--- src/hw/rtl/rv32i_dec_pkg.sv ---
`default_nettype none

package rv32i_dec_pkg;

    typedef logic [31:0]        t_word;
    typedef logic signed [31:0] t_imm;
    typedef logic [6:0]         t_opcode;
    typedef logic [4:0]         t_reg;
    typedef logic [2:0]         t_funct3;
    typedef logic [6:0]         t_funct7;
    typedef logic [2:0]         t_fmt;
    typedef logic [4:0]         t_kind;

    localparam t_opcode OP_ZERO   = 7'h00;
    localparam t_opcode OP_LOAD   = 7'h03;
    localparam t_opcode OP_IMM    = 7'h13;
    localparam t_opcode OP_AUIPC  = 7'h17;
    localparam t_opcode OP_STORE  = 7'h23;
    localparam t_opcode OP_REG    = 7'h33;
    localparam t_opcode OP_LUI    = 7'h37;
    localparam t_opcode OP_BRANCH = 7'h63;
    localparam t_opcode OP_JALR   = 7'h67;
    localparam t_opcode OP_JAL    = 7'h6F;
    localparam t_opcode OP_SYSTEM = 7'h73;

    localparam t_funct7 F7_BASE = 7'h00;
    localparam t_funct7 F7_ALT  = 7'h20;

    localparam t_funct3 F3_ADD  = 3'd0;
    localparam t_funct3 F3_SLL  = 3'd1;
    localparam t_funct3 F3_SLT  = 3'd2;
    localparam t_funct3 F3_SLTU = 3'd3;
    localparam t_funct3 F3_XOR  = 3'd4;
    localparam t_funct3 F3_SR   = 3'd5;
    localparam t_funct3 F3_OR   = 3'd6;
    localparam t_funct3 F3_AND  = 3'd7;
    localparam t_funct3 F3_LB   = 3'd0;
    localparam t_funct3 F3_LW   = 3'd2;
    localparam t_funct3 F3_LBU  = 3'd4;
    localparam t_funct3 F3_SB   = 3'd0;
    localparam t_funct3 F3_SW   = 3'd2;
    localparam t_funct3 F3_BEQ  = 3'd0;
    localparam t_funct3 F3_BNE  = 3'd1;
    localparam t_funct3 F3_BLT  = 3'd4;
    localparam t_funct3 F3_BGE  = 3'd5;
    localparam t_funct3 F3_BLTU = 3'd6;
    localparam t_funct3 F3_BGEU = 3'd7;

    localparam t_fmt FMT_R       = 3'd0;
    localparam t_fmt FMT_I       = 3'd1;
    localparam t_fmt FMT_S       = 3'd2;
    localparam t_fmt FMT_B       = 3'd3;
    localparam t_fmt FMT_U       = 3'd4;
    localparam t_fmt FMT_J       = 3'd5;
    localparam t_fmt FMT_NOP     = 3'd6;
    localparam t_fmt FMT_UNKNOWN = 3'd7;

    localparam t_kind K_ADD   = 5'd0;
    localparam t_kind K_SUB   = 5'd1;
    localparam t_kind K_SLT   = 5'd2;
    localparam t_kind K_SLTU  = 5'd3;
    localparam t_kind K_XOR   = 5'd4;
    localparam t_kind K_OR    = 5'd5;
    localparam t_kind K_AND   = 5'd6;
    localparam t_kind K_LB    = 5'd7;
    localparam t_kind K_LW    = 5'd8;
    localparam t_kind K_LBU   = 5'd9;
    localparam t_kind K_ADDI  = 5'd10;
    localparam t_kind K_SLLI  = 5'd11;
    localparam t_kind K_SRLI  = 5'd12;
    localparam t_kind K_SRAI  = 5'd13;
    localparam t_kind K_ORI   = 5'd14;
    localparam t_kind K_ANDI  = 5'd15;
    localparam t_kind K_SB    = 5'd16;
    localparam t_kind K_SW    = 5'd17;
    localparam t_kind K_BEQ   = 5'd18;
    localparam t_kind K_BNE   = 5'd19;
    localparam t_kind K_BLT   = 5'd20;
    localparam t_kind K_BGE   = 5'd21;
    localparam t_kind K_BLTU  = 5'd22;
    localparam t_kind K_BGEU  = 5'd23;
    localparam t_kind K_LUI   = 5'd24;
    localparam t_kind K_JAL   = 5'd25;
    localparam t_kind K_AUIPC = 5'd26;
    localparam t_kind K_JALR  = 5'd27;
    localparam t_kind K_ECALL = 5'd28;

endpackage

`default_nettype wire

--- src/hw/rtl/rv32i_dec_if.sv ---
`default_nettype none

interface rv32i_dec_in_if;
    logic                  valid;
    logic                  ready;
    rv32i_dec_pkg::t_word  instr_word;

    modport source (output valid, output instr_word, input ready);
    modport sink   (input valid, input instr_word, output ready);
endinterface

interface rv32i_dec_out_if;
    logic                    valid;
    logic                    ready;
    rv32i_dec_pkg::t_opcode  major_opcode;
    rv32i_dec_pkg::t_reg     dest_reg;
    rv32i_dec_pkg::t_reg     src1_reg;
    rv32i_dec_pkg::t_reg     src2_reg;
    rv32i_dec_pkg::t_funct3  minor_op;
    rv32i_dec_pkg::t_funct7  upper_op;
    rv32i_dec_pkg::t_imm     immediate;
    rv32i_dec_pkg::t_fmt     format_class;
    rv32i_dec_pkg::t_kind    instr_kind;
    logic                    illegal;

    modport source (
        output valid, output major_opcode, output dest_reg, output src1_reg,
        output src2_reg, output minor_op, output upper_op, output immediate,
        output format_class, output instr_kind, output illegal,
        input ready
    );
    modport sink (
        input valid, input major_opcode, input dest_reg, input src1_reg,
        input src2_reg, input minor_op, input upper_op, input immediate,
        input format_class, input instr_kind, input illegal,
        output ready
    );
endinterface

`default_nettype wire

--- src/hw/rtl/rv32i_instruction_decoder.sv ---
`default_nettype none

// RV32I decoder: one instruction word in, one decoded result out. Three register
// stages (input capture, format/instruction match, immediate build and output
// register) lie between the input transfer and output valid, and a new word is
// taken every cycle while the output side keeps up. Each stage holds its word
// while the stage after it is full and stalled; ready is a combinational chain
// from the output ready back through the three valid bits. Unsupported words are
// flagged illegal with an instruction code of zero.

module rv32i_instruction_decoder (
    input  wire                    i_clk,
    input  wire                    i_rst_n,
    rv32i_dec_in_if.sink           i_instr,
    rv32i_dec_out_if.source        o_dec
);

    function automatic rv32i_dec_pkg::t_fmt fmt_of(
        input rv32i_dec_pkg::t_opcode op,
        input rv32i_dec_pkg::t_funct3 f3,
        input rv32i_dec_pkg::t_funct7 f7
    );
        rv32i_dec_pkg::t_fmt f;
        case (op)
            rv32i_dec_pkg::OP_REG:    f = rv32i_dec_pkg::FMT_R;
            rv32i_dec_pkg::OP_LOAD:   f = rv32i_dec_pkg::FMT_I;
            rv32i_dec_pkg::OP_IMM:    f = rv32i_dec_pkg::FMT_I;
            rv32i_dec_pkg::OP_JALR:   f = rv32i_dec_pkg::FMT_I;
            rv32i_dec_pkg::OP_SYSTEM: f = rv32i_dec_pkg::FMT_I;
            rv32i_dec_pkg::OP_STORE:  f = rv32i_dec_pkg::FMT_S;
            rv32i_dec_pkg::OP_BRANCH: f = rv32i_dec_pkg::FMT_B;
            rv32i_dec_pkg::OP_LUI:    f = rv32i_dec_pkg::FMT_U;
            rv32i_dec_pkg::OP_AUIPC:  f = rv32i_dec_pkg::FMT_U;
            rv32i_dec_pkg::OP_JAL:    f = rv32i_dec_pkg::FMT_J;
            rv32i_dec_pkg::OP_ZERO:   f = (f3 == rv32i_dec_pkg::F3_ADD &&
                                           f7 == rv32i_dec_pkg::F7_BASE) ?
                                          rv32i_dec_pkg::FMT_NOP :
                                          rv32i_dec_pkg::FMT_UNKNOWN;
            default:                  f = rv32i_dec_pkg::FMT_UNKNOWN;
        endcase
        return f;
    endfunction

    // returns {bad, kind}
    function automatic logic [5:0] kind_of(
        input rv32i_dec_pkg::t_opcode op,
        input rv32i_dec_pkg::t_funct3 f3,
        input rv32i_dec_pkg::t_funct7 f7
    );
        logic                bad;
        rv32i_dec_pkg::t_kind k;
        bad = 1'b0;
        k   = rv32i_dec_pkg::K_ADD;
        case (op)
            rv32i_dec_pkg::OP_REG: begin
                case (f3)
                    rv32i_dec_pkg::F3_ADD: begin
                        if (f7 == rv32i_dec_pkg::F7_BASE) k = rv32i_dec_pkg::K_ADD;
                        else if (f7 == rv32i_dec_pkg::F7_ALT) k = rv32i_dec_pkg::K_SUB;
                        else bad = 1'b1;
                    end
                    rv32i_dec_pkg::F3_SLT:  k = rv32i_dec_pkg::K_SLT;
                    rv32i_dec_pkg::F3_SLTU: k = rv32i_dec_pkg::K_SLTU;
                    rv32i_dec_pkg::F3_XOR:  k = rv32i_dec_pkg::K_XOR;
                    rv32i_dec_pkg::F3_OR:   k = rv32i_dec_pkg::K_OR;
                    rv32i_dec_pkg::F3_AND:  k = rv32i_dec_pkg::K_AND;
                    default:                bad = 1'b1;
                endcase
            end
            rv32i_dec_pkg::OP_LOAD: begin
                case (f3)
                    rv32i_dec_pkg::F3_LB:  k = rv32i_dec_pkg::K_LB;
                    rv32i_dec_pkg::F3_LW:  k = rv32i_dec_pkg::K_LW;
                    rv32i_dec_pkg::F3_LBU: k = rv32i_dec_pkg::K_LBU;
                    default:               bad = 1'b1;
                endcase
            end
            rv32i_dec_pkg::OP_IMM: begin
                case (f3)
                    rv32i_dec_pkg::F3_ADD: k = rv32i_dec_pkg::K_ADDI;
                    rv32i_dec_pkg::F3_SLL: k = rv32i_dec_pkg::K_SLLI;
                    rv32i_dec_pkg::F3_SR: begin
                        if (f7 == rv32i_dec_pkg::F7_BASE) k = rv32i_dec_pkg::K_SRLI;
                        else if (f7 == rv32i_dec_pkg::F7_ALT) k = rv32i_dec_pkg::K_SRAI;
                        else bad = 1'b1;
                    end
                    rv32i_dec_pkg::F3_OR:  k = rv32i_dec_pkg::K_ORI;
                    rv32i_dec_pkg::F3_AND: k = rv32i_dec_pkg::K_ANDI;
                    default:               bad = 1'b1;
                endcase
            end
            rv32i_dec_pkg::OP_STORE: begin
                case (f3)
                    rv32i_dec_pkg::F3_SB: k = rv32i_dec_pkg::K_SB;
                    rv32i_dec_pkg::F3_SW: k = rv32i_dec_pkg::K_SW;
                    default:              bad = 1'b1;
                endcase
            end
            rv32i_dec_pkg::OP_BRANCH: begin
                case (f3)
                    rv32i_dec_pkg::F3_BEQ:  k = rv32i_dec_pkg::K_BEQ;
                    rv32i_dec_pkg::F3_BNE:  k = rv32i_dec_pkg::K_BNE;
                    rv32i_dec_pkg::F3_BLT:  k = rv32i_dec_pkg::K_BLT;
                    rv32i_dec_pkg::F3_BGE:  k = rv32i_dec_pkg::K_BGE;
                    rv32i_dec_pkg::F3_BLTU: k = rv32i_dec_pkg::K_BLTU;
                    rv32i_dec_pkg::F3_BGEU: k = rv32i_dec_pkg::K_BGEU;
                    default:                bad = 1'b1;
                endcase
            end
            rv32i_dec_pkg::OP_LUI:    k = rv32i_dec_pkg::K_LUI;
            rv32i_dec_pkg::OP_JAL:    k = rv32i_dec_pkg::K_JAL;
            rv32i_dec_pkg::OP_AUIPC:  k = rv32i_dec_pkg::K_AUIPC;
            rv32i_dec_pkg::OP_JALR:   k = rv32i_dec_pkg::K_JALR;
            rv32i_dec_pkg::OP_SYSTEM: k = rv32i_dec_pkg::K_ECALL;
            default:                  bad = 1'b1;
        endcase
        if (bad) k = rv32i_dec_pkg::K_ADD;
        return {bad, k};
    endfunction

    function automatic rv32i_dec_pkg::t_imm imm_of(
        input rv32i_dec_pkg::t_word w,
        input rv32i_dec_pkg::t_fmt  f
    );
        rv32i_dec_pkg::t_imm v;
        case (f)
            rv32i_dec_pkg::FMT_I: v = {{20{w[31]}}, w[31:20]};
            rv32i_dec_pkg::FMT_S: v = {{20{w[31]}}, w[31:25], w[11:7]};
            rv32i_dec_pkg::FMT_B: v = {{19{w[31]}}, w[31], w[7], w[30:25], w[11:8], 1'b0};
            rv32i_dec_pkg::FMT_U: v = {w[31:12], 12'd0};
            rv32i_dec_pkg::FMT_J: v = {{11{w[31]}}, w[31], w[19:12], w[20], w[30:21], 1'b0};
            default:              v = '0;
        endcase
        return v;
    endfunction

    // stage A: captured word
    logic                   r_a_valid;
    rv32i_dec_pkg::t_word   r_a_word;
    // stage B: word with format and match result
    logic                   r_b_valid;
    rv32i_dec_pkg::t_word   r_b_word;
    rv32i_dec_pkg::t_fmt    r_b_fmt;
    rv32i_dec_pkg::t_kind   r_b_kind;
    logic                   r_b_bad;
    // stage C: output register
    logic                   r_c_valid;
    rv32i_dec_pkg::t_word   r_c_word;
    rv32i_dec_pkg::t_imm    r_c_imm;
    rv32i_dec_pkg::t_fmt    r_c_fmt;
    rv32i_dec_pkg::t_kind   r_c_kind;
    logic                   r_c_bad;

    logic                   c_ready;
    logic                   b_ready;
    logic                   a_ready;
    logic [5:0]             a_match;

    assign c_ready = !r_c_valid || o_dec.ready;
    assign b_ready = !r_b_valid || c_ready;
    assign a_ready = !r_a_valid || b_ready;
    assign i_instr.ready = a_ready;

    assign a_match = kind_of(r_a_word[6:0], r_a_word[14:12], r_a_word[31:25]);

    always_ff @(posedge i_clk) begin
        if (!i_rst_n) begin
            r_a_valid <= 1'b0;
            r_b_valid <= 1'b0;
            r_c_valid <= 1'b0;
        end else begin
            if (a_ready) r_a_valid <= i_instr.valid;
            if (b_ready) r_b_valid <= r_a_valid;
            if (c_ready) r_c_valid <= r_b_valid;
        end
    end

    always_ff @(posedge i_clk) begin
        if (a_ready && i_instr.valid) begin
            r_a_word <= i_instr.instr_word;
        end
        if (b_ready && r_a_valid) begin
            r_b_word <= r_a_word;
            r_b_fmt  <= fmt_of(r_a_word[6:0], r_a_word[14:12], r_a_word[31:25]);
            r_b_bad  <= a_match[5];
            r_b_kind <= a_match[4:0];
        end
        if (c_ready && r_b_valid) begin
            r_c_word <= r_b_word;
            r_c_imm  <= imm_of(r_b_word, r_b_fmt);
            r_c_fmt  <= r_b_fmt;
            r_c_kind <= r_b_kind;
            r_c_bad  <= r_b_bad;
        end
    end

    assign o_dec.valid        = r_c_valid;
    assign o_dec.major_opcode = r_c_word[6:0];
    assign o_dec.dest_reg     = r_c_word[11:7];
    assign o_dec.src1_reg     = r_c_word[19:15];
    assign o_dec.src2_reg     = r_c_word[24:20];
    assign o_dec.minor_op     = r_c_word[14:12];
    assign o_dec.upper_op     = r_c_word[31:25];
    assign o_dec.immediate    = r_c_imm;
    assign o_dec.format_class = r_c_fmt;
    assign o_dec.instr_kind   = r_c_kind;
    assign o_dec.illegal      = r_c_bad;

    a_illegal_kind_zero: assert property (@(posedge i_clk) disable iff (!i_rst_n)
        o_dec.valid && o_dec.illegal |-> o_dec.instr_kind == rv32i_dec_pkg::K_ADD)
        else $error("illegal result carries nonzero instruction code");

    a_r_imm_zero: assert property (@(posedge i_clk) disable iff (!i_rst_n)
        o_dec.valid && o_dec.format_class == rv32i_dec_pkg::FMT_R
        |-> o_dec.immediate == '0)
        else $error("R format with nonzero immediate");

    a_nop_illegal: assert property (@(posedge i_clk) disable iff (!i_rst_n)
        o_dec.valid && (o_dec.format_class == rv32i_dec_pkg::FMT_NOP ||
                        o_dec.format_class == rv32i_dec_pkg::FMT_UNKNOWN)
        |-> o_dec.illegal && o_dec.immediate == '0)
        else $error("NOP or unknown format not flagged illegal");

    a_u_low_zero: assert property (@(posedge i_clk) disable iff (!i_rst_n)
        o_dec.valid && o_dec.format_class == rv32i_dec_pkg::FMT_U
        |-> o_dec.immediate[11:0] == 12'd0)
        else $error("U immediate has low bits set");

endmodule

`default_nettype wire

--- src/flat_wrapper.sv ---
// flat-port wrapper written by rule: the top's interface ports become plain ports
module rv32i_instruction_decoder_flat 
  (i_clk, i_rst_n, i_instr_valid, i_instr_instr_word, i_instr_ready, o_dec_valid, o_dec_major_opcode, o_dec_dest_reg, o_dec_src1_reg, o_dec_src2_reg, o_dec_minor_op, o_dec_upper_op, o_dec_immediate, o_dec_format_class, o_dec_instr_kind, o_dec_illegal, o_dec_ready);
  rv32i_dec_in_if i_instr_i ();
  rv32i_dec_out_if o_dec_i ();
  input  wire i_clk;
  input  wire i_rst_n;
  input wire logic [$bits(i_instr_i.valid)-1:0] i_instr_valid;
  input wire logic [$bits(i_instr_i.instr_word)-1:0] i_instr_instr_word;
  output wire logic [$bits(i_instr_i.ready)-1:0] i_instr_ready;
  output wire logic [$bits(o_dec_i.valid)-1:0] o_dec_valid;
  output wire logic [$bits(o_dec_i.major_opcode)-1:0] o_dec_major_opcode;
  output wire logic [$bits(o_dec_i.dest_reg)-1:0] o_dec_dest_reg;
  output wire logic [$bits(o_dec_i.src1_reg)-1:0] o_dec_src1_reg;
  output wire logic [$bits(o_dec_i.src2_reg)-1:0] o_dec_src2_reg;
  output wire logic [$bits(o_dec_i.minor_op)-1:0] o_dec_minor_op;
  output wire logic [$bits(o_dec_i.upper_op)-1:0] o_dec_upper_op;
  output wire logic [$bits(o_dec_i.immediate)-1:0] o_dec_immediate;
  output wire logic [$bits(o_dec_i.format_class)-1:0] o_dec_format_class;
  output wire logic [$bits(o_dec_i.instr_kind)-1:0] o_dec_instr_kind;
  output wire logic [$bits(o_dec_i.illegal)-1:0] o_dec_illegal;
  input wire logic [$bits(o_dec_i.ready)-1:0] o_dec_ready;
  assign i_instr_i.valid = i_instr_valid;
  assign i_instr_i.instr_word = i_instr_instr_word;
  assign i_instr_ready = i_instr_i.ready;
  assign o_dec_valid = o_dec_i.valid;
  assign o_dec_major_opcode = o_dec_i.major_opcode;
  assign o_dec_dest_reg = o_dec_i.dest_reg;
  assign o_dec_src1_reg = o_dec_i.src1_reg;
  assign o_dec_src2_reg = o_dec_i.src2_reg;
  assign o_dec_minor_op = o_dec_i.minor_op;
  assign o_dec_upper_op = o_dec_i.upper_op;
  assign o_dec_immediate = o_dec_i.immediate;
  assign o_dec_format_class = o_dec_i.format_class;
  assign o_dec_instr_kind = o_dec_i.instr_kind;
  assign o_dec_illegal = o_dec_i.illegal;
  assign o_dec_i.ready = o_dec_ready;
  rv32i_instruction_decoder u_core (.i_clk(i_clk), .i_rst_n(i_rst_n), .i_instr(i_instr_i), .o_dec(o_dec_i));
endmodule
--- config.mk ---
export PLATFORM = sky130hd
export DESIGN_NAME = rv32i_instruction_decoder_flat
export DESIGN_NICKNAME = d
export VERILOG_FILES = /design/src/hw/rtl/rv32i_dec_pkg.sv /design/src/hw/rtl/rv32i_dec_if.sv /design/src/hw/rtl/rv32i_instruction_decoder.sv /design/src/flat_wrapper.sv
export SDC_FILE = /design/constraint.sdc
export NUM_CORES = 1
export LEC_CHECK = 0
export ABC_AREA = 1
export BUFFER_PORTS_ARGS = -buffer_cell sky130_fd_sc_hd__buf_4
export CAP_MARGIN = 10
export CORE_MARGIN = 2
export CORE_UTILIZATION = 49
export DETAILED_ROUTE_END_ITERATION = 10
export PLACE_DENSITY = 0.75
export SKIP_CTS_REPAIR_TIMING = 1
export SYNTH_ARGS = -nofsm -noshare
export SYNTH_HDL_FRONTEND = slang
export SYNTH_SLANG_ARGS = --single-unit
--- constraint.sdc ---
create_clock -name i_clk -period 5.5 [get_ports i_clk]
set_clock_uncertainty 0.2 [all_clocks]
set_input_delay 1.1 -clock i_clk [delete_from_list [all_inputs] [get_ports i_clk]]
set_output_delay 1.1 -clock i_clk [all_outputs]
set_load 0.02 [all_outputs]
-- Word level (Yosys, flattened, before mapping)
Cells that the tools add are included.
- memory bits (writable): 0
- word-level logic and storage cells: 78
- memories: 0
- bits in registers: 149
- memory bits (read-only): 0
- output and inout bits: 75
- input bits: 36
- bits in latches: 0
- reduce and logical (&&, ||, !) cells: 21
- div/mod/pow operators: 0
- order comparisons: 0
- shifts and indexed selects: 0
- muxes and demuxes: 21
- eq/ne operators: 23
- bitwise logic cells: 0
- add/sub/neg operators: 0
- $mul: 0
- operators by type and width (kind ; number):
    $pmux W32 S5 ; 1
    $pmux W5 S6 ; 2
    $pmux W5 S10 ; 1
    $eq A7 B6 Y1 const B ; 4
    $eq A7 B7 Y1 const B ; 4
    $pmux W5 S5 ; 1
    $pmux W3 S7 ; 1
    $eq A3 B3 Y1 const B ; 6
    $eq A7 B5 Y1 const B ; 2
    $logic_not A7 Y1 ; 2
    $eq A3 B2 Y1 const B ; 4
    $pmux W4 S3 ; 1
    $mux W5 ; 2
    $pmux W5 S2 ; 1
    $reduce_or A5 Y1 ; 2
    $reduce_or A4 Y1 ; 2
    $eq A7 B2 Y1 const B ; 1
    $mux W1 ; 7
    $eq A3 B1 Y1 const B ; 2
    $pmux W1 S6 ; 1
    $reduce_or A6 Y1 ; 1
    $logic_and A1 B1 Y1 ; 4
    $mux W4 ; 1
    $pmux W1 S2 ; 2
    5 further kinds ; 10

-- Depth between registers and ports, before layout
Gate-level depths: netlist (run 1).
- word-level depth: 5
- mapped depth: 9
- depth with buffers taken out: 9

-- Worst setup path after synthesis (run 1)
OpenSTA, ideal clock, no wires.
- path type: input to register
- start: input o_dec_ready
- end: register u_core.r_c_fmt[0] (netlist: u_core.o_dec.format_class[0]), enable pin
- setup slack: 0.113 ns
- path buffers: 0
- setup time: 0.528 ns
- required time: 4.772 ns
- arrival time: 4.659 ns
- cell stages on the path: 2
- cell sequence: inv_1 a21oi_1
- longest elaborated chain between the ends: 2
- ends and longest elaborated chain (item ; line ; text):
    start: declaration ; flat_wrapper.sv:22 ; input wire logic [$bits(o_dec_i.ready)-1:0] o_dec_ready;
    $logic_or A1 B1 Y1 ; rv32i_instruction_decoder.sv:159 ; assign c_ready = !r_c_valid || o_dec.ready;
    $logic_and A1 B1 Y1 ; rv32i_instruction_decoder.sv:188 ; if (c_ready && r_b_valid) begin
    end signal: assignment ; rv32i_instruction_decoder.sv:191 ; r_c_fmt <= r_b_fmt;
    end: declaration ; rv32i_instruction_decoder.sv:150 ; rv32i_dec_pkg::t_fmt r_c_fmt;
No other way between the ends.
A chain may end at the register's enable or synchronous reset.

-- Worst setup path after layout (run 1)
- start: input o_dec_ready
- end: output i_instr_ready
- longest elaborated chain between the ends: 3
- ends and longest elaborated chain (item ; line ; text):
    $logic_or A1 B1 Y1 ; rv32i_instruction_decoder.sv:159 ;
    $logic_or A1 B1 Y1 ; rv32i_instruction_decoder.sv:160 ; assign b_ready = !r_b_valid || c_ready;
    $logic_or A1 B1 Y1 ; rv32i_instruction_decoder.sv:161 ; assign a_ready = !r_a_valid || b_ready;
    end: declaration ; flat_wrapper.sv:10 ; output wire logic [$bits(i_instr_i.ready)-1:0] i_instr_ready;
No other way between the ends.

==> metrics.txt, run 1 <==
status=finished clean; Via density=about 4.9; Routed wire per std cell=between 10 and 15 µm; area delta synth->final=28.95%; later-pin clock latency in the skew report=roughly 0.51 ns; Placement Cell Area=6487 µm²; critical path class=in2out; Ant. Diodes=0; worst-margin pin slew=around 0.91 ns; port bufs=110; vias in the first global route=between 3000 and 4000; register area share after synthesis=0.8136; Synth area leader=edfxtp_1; # IOs=approximately 110; Worst VDD drop=0.2477 mV; initial antenna violation count=0; first-pass GRT wire length=between 10 and 15 mm; #FFs+latches synth=approximately 150; Synth cell types=24; Hold Fails Final Rpt=0; minimum clock period=~3.1 ns; Synth Cell Area=5463 µm²; Data required, critical path=approximately 4.2 ns; clock-pin slew on the worst setup and hold paths=about 0.06 ns; Mapped Cells=370; Syn Area/Cell=roughly 15 µm²; largest net degree at the start of global routing=74; clk sinks=around 150; Register Area=around 4400 µm²; LEAKAGE=2.833 nW; clock root buffer=clkbuf_8; filler cell count=roughly 800; all-layer global routing usage=0.1680; H-Tree Level Count=4; worst endpoint data arrival time=approximately 1.8 ns; first drt pass iteration count=4; row count=38; CTS max path bufs=2; top cell type's share of synthesized area=0.8026; Chip Height=109.6 µm; r2r worst-path depth=2; Hold Path Class=reg2reg; Cell Pwr Density=351.9 nW/µm²; Final Setup Violations=0; yosys warns=0; startpoint types=input pin; number of max-cap violations=0; core area=roughly 11000 µm²; RSZ-0062 raised after global routing=no; Num CTS Buffers=17; DRT antenna net count=0; period utilization=0.5673; share of layout cells above drive strength 1=0.3197; final WL=9.407 mm; TritonCTS clock tree=yes; crit path max fanout=3; Fin Setup TNS=0 ns; Die Width=between 100 and 150 µm; HPWL after detailed placement=between 6 and 7 mm; hold path depth=0; final global-route overflow total=0; Util after Layout=0.6498; GP Congestion=between 0.8 and 0.9; area of the multi-input gates=869.6 µm²; top cells by area, synth=edfxtp_1 80%, nand2_1 4.3%, nand3_1 2.7%; die area=12010 µm²; Starting Density=0.5039; worst rel slew slack=0.3948; total power=approximately 2.5 mW; cell area after layout=just over 7000 µm²; peak clock frequency supported by timing=~320 MHz; setup slack, reg-to-reg=3.69 ns; crit path capture type=primary output; syn nets=406; Residual DRC=0; vias=approximately 3200; NumNets Final=about 540; Max Slew Vio Count=0; DRT iter0 DRCs=between 150 and 200
[power by group]
group	switching [mW]	leakage, nW	internal, mW	total (mW)
Sequential	0.0210	1.43	1.29	1.31
Combinational	0.0651	1.13	0.0410	0.106
Clock	0.452	0.266	0.609	1.06
[metrics by stage]
step,hold slack (ns),setup WS [ns],cells
6_report,0.2171,2.380,653
5_1_grt,0.2253,2.304,653
4_1_cts,0.2187,2.384,653
3_5_place_dp,0.2045,2.386,621
3_3_place_gp,0.2019,2.455,621
2_1_floorplan,0.2003,0.1126,370
[cell type report]
class / instances / area share
Sequential cell: 149 / 0.6309
Multi-Input combinational cell: 179 / 0.1234
Timing Repair Buffer: 113 / 0.1204
Clock buffer: 17 / 0.05879
Tap cell: 140 / 0.02487
Inverter: 40 / 0.02131
Clock inverter: 15 / 0.02025
[worst paths after layout]
path                  startpoint                         end
min reg2reg  u_core.r_a_word[21]         u_core.r_b_word[21]
min          u_core.r_a_word[21]         u_core.r_b_word[21]
max reg2reg   u_core.o_dec.valid  u_core.o_dec.instr_kind[3]
max                  o_dec_ready               i_instr_ready
[logic make-up (layout without fill, tap and decap cells)]
| kind of cell | Yosys count | in the layout | synth area share |
|---|---|---|---|
| buf+inv | 42 | 185 | 0.02932 |
| compound gates | 30 | 30 | 0.02932 |
| simple gates | 149 | 149 | 0.1278 |
| flops | 149 | 149 | 0.8136 |
[Yosys cell counts, drive strengths merged]
cell type and count:
edfxtp 146, nand2 67, inv 40, nor2 40
nand3 32, o21ai 18, a21oi 8, nand4 5
nor3 4, dfxtp 3, buf 2, a211oi 1
a22o 1, nand3b 1, o21a 1, o22ai 1
[layout by cell type (no fill, tap or decap), types with 6 or more instances in the layout]
cell       synthesis  final
a21oi_1            8      7
buf_4              0    113
clkbuf_16          0     16
edfxtp_1         146    146
inv_1             37     36
inv_6              0      6
nand2_1           62     62
nand3_1           30     30
nor2_1            31     31
o21ai_0           16     16
[sequential cells by signal (all words and copies together) (netlist names)]
name                       count
u_core.o_dec.instr_kind        5
u_core.r_b_word               32
u_core.o_dec.illegal           1
u_core.r_b_fmt                 3
u_core.o_dec.format_class      3
u_core.r_b_valid               1
u_core.o_dec.valid             1
u_core.r_a_word               32
u_core.r_b_kind                5
u_core.o_dec.immediate        32
u_core.r_a_valid               1
u_core.r_b_bad                 1
u_core.r_c_word               32
[metal layers]
metal / vias to the layer above / track usage / routed length [µm]
li1: 1581 / - / -
met1: 1493 / 0.2025 / 3857
met2: 104 / 0.2813 / 4867
met3: 17 / 0.05039 / 476
met4: 0 / 0.07324 / 206
met5: - / 0 / 0
[critical path, cell delays in order]
cell	delay, ns
buf_4	0.11
inv_1	0.10
nand2_1	0.09
nor2_1	0.14
nand2_1	0.12
buf_4	0.17
(Power assumes the default switching activity.)
==> run 2, diff against run 1 <==
- clock period: 5.5 -> 2.72 ns (I/O delays scaled with it)
==> run 2 against run 1 <==
Sequential share of layout area down 3.0 points. First-iteration DRC count grew to 2.5 times the previous value. Worst hold slack got worse by 0.14 ns. Largest cell class unchanged. Largest power group unchanged. Highest routed layer unchanged.
==> metrics.txt, run 2 (synthesized netlist as in run 1, its figures left out) <==
most common cell after layout, fill and taps aside=edfxtp_1; clock share of power=0.431 (+0.003); Die Width=109.6 µm (unchanged); HP Start=i_rst_n; dpl cells=621 (unchanged); TritonCTS clock tree=yes; Util after Layout=0.6826 (+0.03278); Internal Dissipation=4.033 mW (+110%); WL met2=5.655 mm (+16%); clk sinks=149 (unchanged); worst rel slew slack=0.6946 (+0.2998); first drt pass iteration count=7 (+3); peak clock frequency supported by timing=457.4 MHz; core area=10840 µm² (unchanged); H-Tree Level Count=4 (unchanged); Chip Height=109.6 µm (unchanged); die area=12010 µm² (unchanged); row count=38 (unchanged); minimum clock period=around 2.2 ns; Fin Setup TNS=0 ns (unchanged); HPWL after detailed placement=6.917 mm (+3.8%); RSZ-0062 raised after global routing=no; Residual DRC=0 (unchanged); final global-route overflow total=0 (unchanged); r2r worst-path depth=6 (+4); Data required, critical path=1.98 ns (-2.22 ns); DRT iter0 DRCs=420 (+150%); number of max-cap violations=0 (unchanged); crit path capture type=primary output; Hold Fails Final Rpt=0 (unchanged); initial antenna violation count=0 (unchanged); P_sw=1.088 mW (+100%); vias=3430 (+7.4%); total power=5.121 mW (+110%); hold path endpoint=u_core.r_b_valid; CTS max path bufs=2 (unchanged); # IOs=111 (unchanged); later-pin clock latency in the skew report=0.52 ns (about the same); Max Slew Vio Count=0 (unchanged); LEAKAGE=2.978 nW (+5.1%); period utilization=0.8037; critical path class=reg2out; vias in the first global route=3132 (+1.7%); Worst VDD drop=0.3773 mV (+52%); most frequent cells in the layout=146 x edfxtp_1, 111 x buf_4, 62 x nand2_1; Ant. Diodes=0 (unchanged); sequential power share=0.519 (-0.010); met3 wire len=723 µm (+52%); all-layer global routing usage=0.1774 (+0.009344); NumNets Final=568 (+6.0%); GP Congestion=0.9423 (+11%); sw frac=0.2125 (-0.004414); hold path depth=3 (+3); worst endpoint data arrival time=1.44 ns (-0.38 ns); setup slack, reg-to-reg=0.84 ns (-2.85 ns); reg2reg start=u_core.r_a_word[14]; Via density=5.015 (+2.5%); status=finished clean; area delta synth->final=35.46%; clock-pin slew on the worst setup and hold paths=0.06 ns (about the same); Starting Density=0.5039 (unchanged); R2R Path End=u_core.r_b_bad; largest net degree at the start of global routing=74 (unchanged); startpoint types=flip-flop; wire length on met1=3.962 mm (+2.7%); Fin Hold WS=0.08185 ns (-0.1353 ns); Num CTS Buffers=17 (unchanged); final WL=10.57 mm (+12%); Hold Path Class=in2reg; Logic pwr share=0.051 (+0.008); uppermost layer routed=met4; Routed wire per std cell=15.45 µm (+7.3%); Final Setup Violations=0 (unchanged); DRT antenna net count=0 (unchanged); first-pass GRT wire length=15.27 mm (+4.2%); port bufs=110 (unchanged); clock root buffer=clkbuf_8; Post-Layout Cell Count=684 (+4.7%); share of layout cells above drive strength 1=0.3033 (-0.01638); Cell Pwr Density=692.1 nW/µm² (+97%); worst-margin pin slew=0.4575 ns (-0.4504 ns); crit path max fanout=3 (unchanged)
## run 2: cell types whose count changed in the layout (fill, tap and decap cells not counted), moves of 2 or more
cell / delta
buf_4: -2
clkinv_1: -2
inv_6: -3
buf_12: +2
dlygate4sd3_1: +32
## run 2: layout make-up
class / count / area, µm²
fill: 745 / 3441
clock buffer: 17 / 414.1
multi-input combinational: 179 / 869.6
sequential: 149 / 4444
clock inverter: 14 / 152.6
tap: 140 / 175.2
timing repair buffer: 145 / 1194
inverter: 40 / 150.1
## run 2: worst max-delay path: stages, from the launching register on
cell and delay, ns:
dfxtp_1 0.41, nand2_1 0.10, nor2_1 0.14, nand2_1 0.10, buf_4 0.17
## run 2: worst max path at each step
stage                        from                      endpoint  slack, ns  cells after the start
3_3_place_gp          o_dec_ready           u_core.r_b_word[10]       0.67                      8
4_1_cts        u_core.o_dec.valid                 i_instr_ready       0.52                      4
2_1_floorplan         o_dec_ready  u_core.o_dec.format_class[0]       0.25                      2
3_5_place_dp          o_dec_ready            u_core.r_b_word[9]       0.62                      8
6_report       u_core.o_dec.valid                 i_instr_ready       0.53                      4
5_1_grt        u_core.o_dec.valid                 i_instr_ready       0.42                      4
## run 2: power by group through the flow
stage | Sequential (mW) | Combinational [mW] | Clock (mW)
2_1_floorplan | 2.72 | 0.0852 | 0
3_3_place_gp | 2.70 | 0.215 | 0
3_5_place_dp | 2.70 | 0.221 | 0
4_1_cts | 2.66 | 0.222 | 2.23
5_1_grt | 2.66 | 0.281 | 2.34
6_report | 2.66 | 0.259 | 2.21
## run 2: layer usage
metal  vias up  global-route usage
li1       1644                   -
met1      1598              0.2081
met2       157              0.2985
met3        31             0.06343
met4         0             0.07052
met5         -                   0
## run 2: metrics by stage
step	setup WS, ns	cell area (µm²)
2_1_floorplan	0.2502	5474
3_3_place_gp	0.6682	6513
3_5_place_dp	0.6159	6513
4_1_cts	0.5224	7079
5_1_grt	0.4227	7400
6_report	0.5339	7400
==> run 3, diff against run 2 <==
- ABC_AREA: 1 -> 0
- CORE_UTILIZATION: 49 -> 54
- PLACE_DENSITY: 0.75 -> 0.79
- clock period: 2.72 -> 2.25 ns (I/O delays scaled with it)
==> run 3 against run 2 <==
Cell count is 9.2% lower. Critical path type unchanged. Synthesized cell count shrank 16%. Register-to-register slack lost 0.60 ns. Routed wire length grew 3.3%. Area after synthesis about the same. Cell area increased by 1.4%. Non-clock buffer count increased by 11. Via count fell by 4.3%. First-iteration DRC count is 30% lower. Flip-flop and latch count did not move. Largest power group unchanged. Global-route usage is 2.5 points higher. Largest cell class unchanged.
==> metrics.txt, run 3 <==
Logic pwr share=0.065 (+0.014); most frequent cells in the layout=146 x edfxtp_1, 121 x buf_4, 33 x dlygate4sd3_1; port bufs=110 (unchanged); Main synth FF type=edfxtp_1; #FFs+latches synth=149 (unchanged); top cells by area, synth=edfxtp_1 80%, a21o_1 2.7%, dfxtp_1 1.1%; Final Worst Setup Slack=0.1150 ns (-0.4189 ns); Ant. Diodes=0 (unchanged); HP Start=i_instr_valid; die area=10940 µm² (-8.9%); Die Width=104.6 µm (-4.5%); final WL=10.92 mm (+3.3%); final global-route overflow total=0 (unchanged); yosys warns=0 (unchanged); core area=9819 µm² (-9.4%); crit path capture type=primary output; Commonest cells post-synth=146 x edfxtp_1, 20 x a21o_1, 16 x nor2_1, 10 x a21oi_1, 10 x nand2_1; Synth area leader=edfxtp_1; Register Area=4446 µm² (about the same); Synth cell types=50 (+110%); crit path from=u_core.o_dec.valid; Max Slew Vio Count=0 (unchanged); reg2reg start=u_core.r_b_fmt[1]; all-layer global routing usage=0.2024 (+0.02502); Synth Cell Area=5465 µm² (about the same); clock-pin slew on the worst setup and hold paths=0.06 ns (about the same); Internal Dissipation=5.097 mW (+26%); Data required, critical path=1.60 ns (-0.38 ns); Post-synth ARST share=0 (unchanged); Final Setup Violations=0 (unchanged); register area share after synthesis=0.8132 (about the same); GP Congestion=0.8726 (-7.4%); sw frac=0.2162 (+0.003706); clk sinks=149 (unchanged); critical path class=reg2out; RSZ-0062 raised after global routing=no; CTS max path bufs=2 (unchanged); HPWL after detailed placement=6.910 mm (-0.10%); clock share of power=0.430 (about the same); Hold Path Class=in2reg; Residual DRC=0 (unchanged); NumNets Final=511 (-10%); top cell type's share of synthesized area=0.8022 (about the same); Via density=5.288 (+5.5%); largest net degree at the start of global routing=74 (unchanged); P_sw=1.406 mW (+29%); Hold Fails Final Rpt=0 (unchanged); EDFF count, synth=146 (unchanged); row count=36 (-5.3%); setup slack, reg-to-reg=0.24 ns (-0.60 ns); LEAKAGE=2.813 nW (-5.5%); TritonCTS clock tree=yes; Worst VDD drop=0.5787 mV (+53%); Cell Pwr Density=867.1 nW/µm² (+25%); DRT iter0 DRCs=292 (-30%); worst-margin pin slew=0.8859 ns (+0.4284 ns); minimum clock period=roughly 2.1 ns; Routed wire per std cell=17.59 µm (+14%); H-Tree Level Count=4 (unchanged); startpoint types=flip-flop; status=finished clean; first drt pass iteration count=4 (-3); crit path max fanout=6 (+3); most common cell after layout, fill and taps aside=edfxtp_1; later-pin clock latency in the skew report=0.53 ns (about the same); syn nets=346 (-15%); clock root buffer=clkbuf_8; Starting Density=0.5566 (+0.05265); number of max-cap violations=0 (unchanged); # IOs=111 (unchanged); DRT antenna net count=0 (unchanged); worst endpoint data arrival time=1.48 ns (+0.04 ns); period utilization=0.9489; area delta synth->final=37.23%; Fin Setup TNS=0 ns (unchanged); vias=3284 (-4.3%); worst rel slew slack=0.4082 (-0.2864); peak clock frequency supported by timing=about 470 MHz; share of layout cells above drive strength 1=0.3361 (+0.03276); Mapped Cells=310 (-16%); sequential power share=0.505 (-0.014); filler cell count=581 (-22%); initial antenna violation count=0 (unchanged); Num CTS Buffers=17 (unchanged); Chip Height=104.6 µm (-4.5%); DP Worst Slack=0.2613 ns (-0.3546 ns); Syn Area/Cell=17.63 µm² (+19%); most numerous cell in the Yosys netlist=edfxtp_1; area of the multi-input gates=1001 µm² (+15%); first-pass GRT wire length=16.62 mm (+8.9%); vias in the first global route=3102 (-0.96%)
==> run 3: cells by family (layout without fill, tap and decap cells) <==
| family | Yosys count | after routing | synth area share |
|---|---|---|---|
| DFF | 149 | 149 | 0.8132 |
| and+or+nand+nor | 79 | 79 | 0.08746 |
| AOI/OAI and AO/OA | 68 | 68 | 0.08814 |
| buffers and inverters | 14 | 192 | 0.01122 |
==> run 3: per-layer routing <==
layer / global-route usage / up-vias / share of wire
met4: 0.07619 / 0 / 0.0096
met1: 0.2606 / 1595 / 0.41
met5: 0 / - / 0
met2: 0.3315 / 125 / 0.52
met3: 0.05614 / 9 / 0.055
li1: - / 1555 / -
==> run 3: cell type report <==
type	count	area share
inverters	4	0.002002
repair buffers	156	0.1705
multi-input cells	147	0.1335
flip-flops and latches	149	0.5928
well taps	133	0.02219
clock buffers	17	0.05522
clock inverters	15	0.02386
==> run 3: metrics by stage <==
step / power (mW) / std cells / area, µm² / hold slack (ns) / util
after floorplan: 3.515 / 310 / 5499 / 0.2003 / -
after global placement: 3.703 / 556 / 6576 / 0.2005 / 0.6697
after detailed placement: 3.714 / 556 / 6576 / 0.2045 / 0.6697
after CTS: 6.505 / 588 / 7169 / -0.1298 / 0.7301
after global routing: 6.696 / 621 / 7500 / 0.07557 / 0.7638
final: 6.503 / 621 / 7500 / 0.07659 / 0.7638
==> run 3: final timing paths <==
kind	endpoint	cells after the start
worst max-delay path	i_instr_ready	3
worst min-delay path	u_core.r_a_valid	3
worst max register to register	u_core.o_dec.immediate[25]	3
worst min register to register	u_core.r_b_word[15]	0
==> run 3: critical path: stages (launching register included) <==
cell and delay, ns:
dfxtp_2 0.34, nor2b_4 0.28, nand3_1 0.16, buf_4 0.19
==> run 3: power groups by stage <==
| stage | logic, mW | registers [mW] | clock network, mW |
|---|---|---|---|
| final | 0.425 | 3.28 | 2.80 |
| after global routing | 0.458 | 3.29 | 2.94 |
| after CTS | 0.379 | 3.28 | 2.85 |
| after detailed placement | 0.377 | 3.34 | 0 |
| after global placement | 0.374 | 3.33 | 0 |
| after floorplan | 0.156 | 3.36 | 0 |
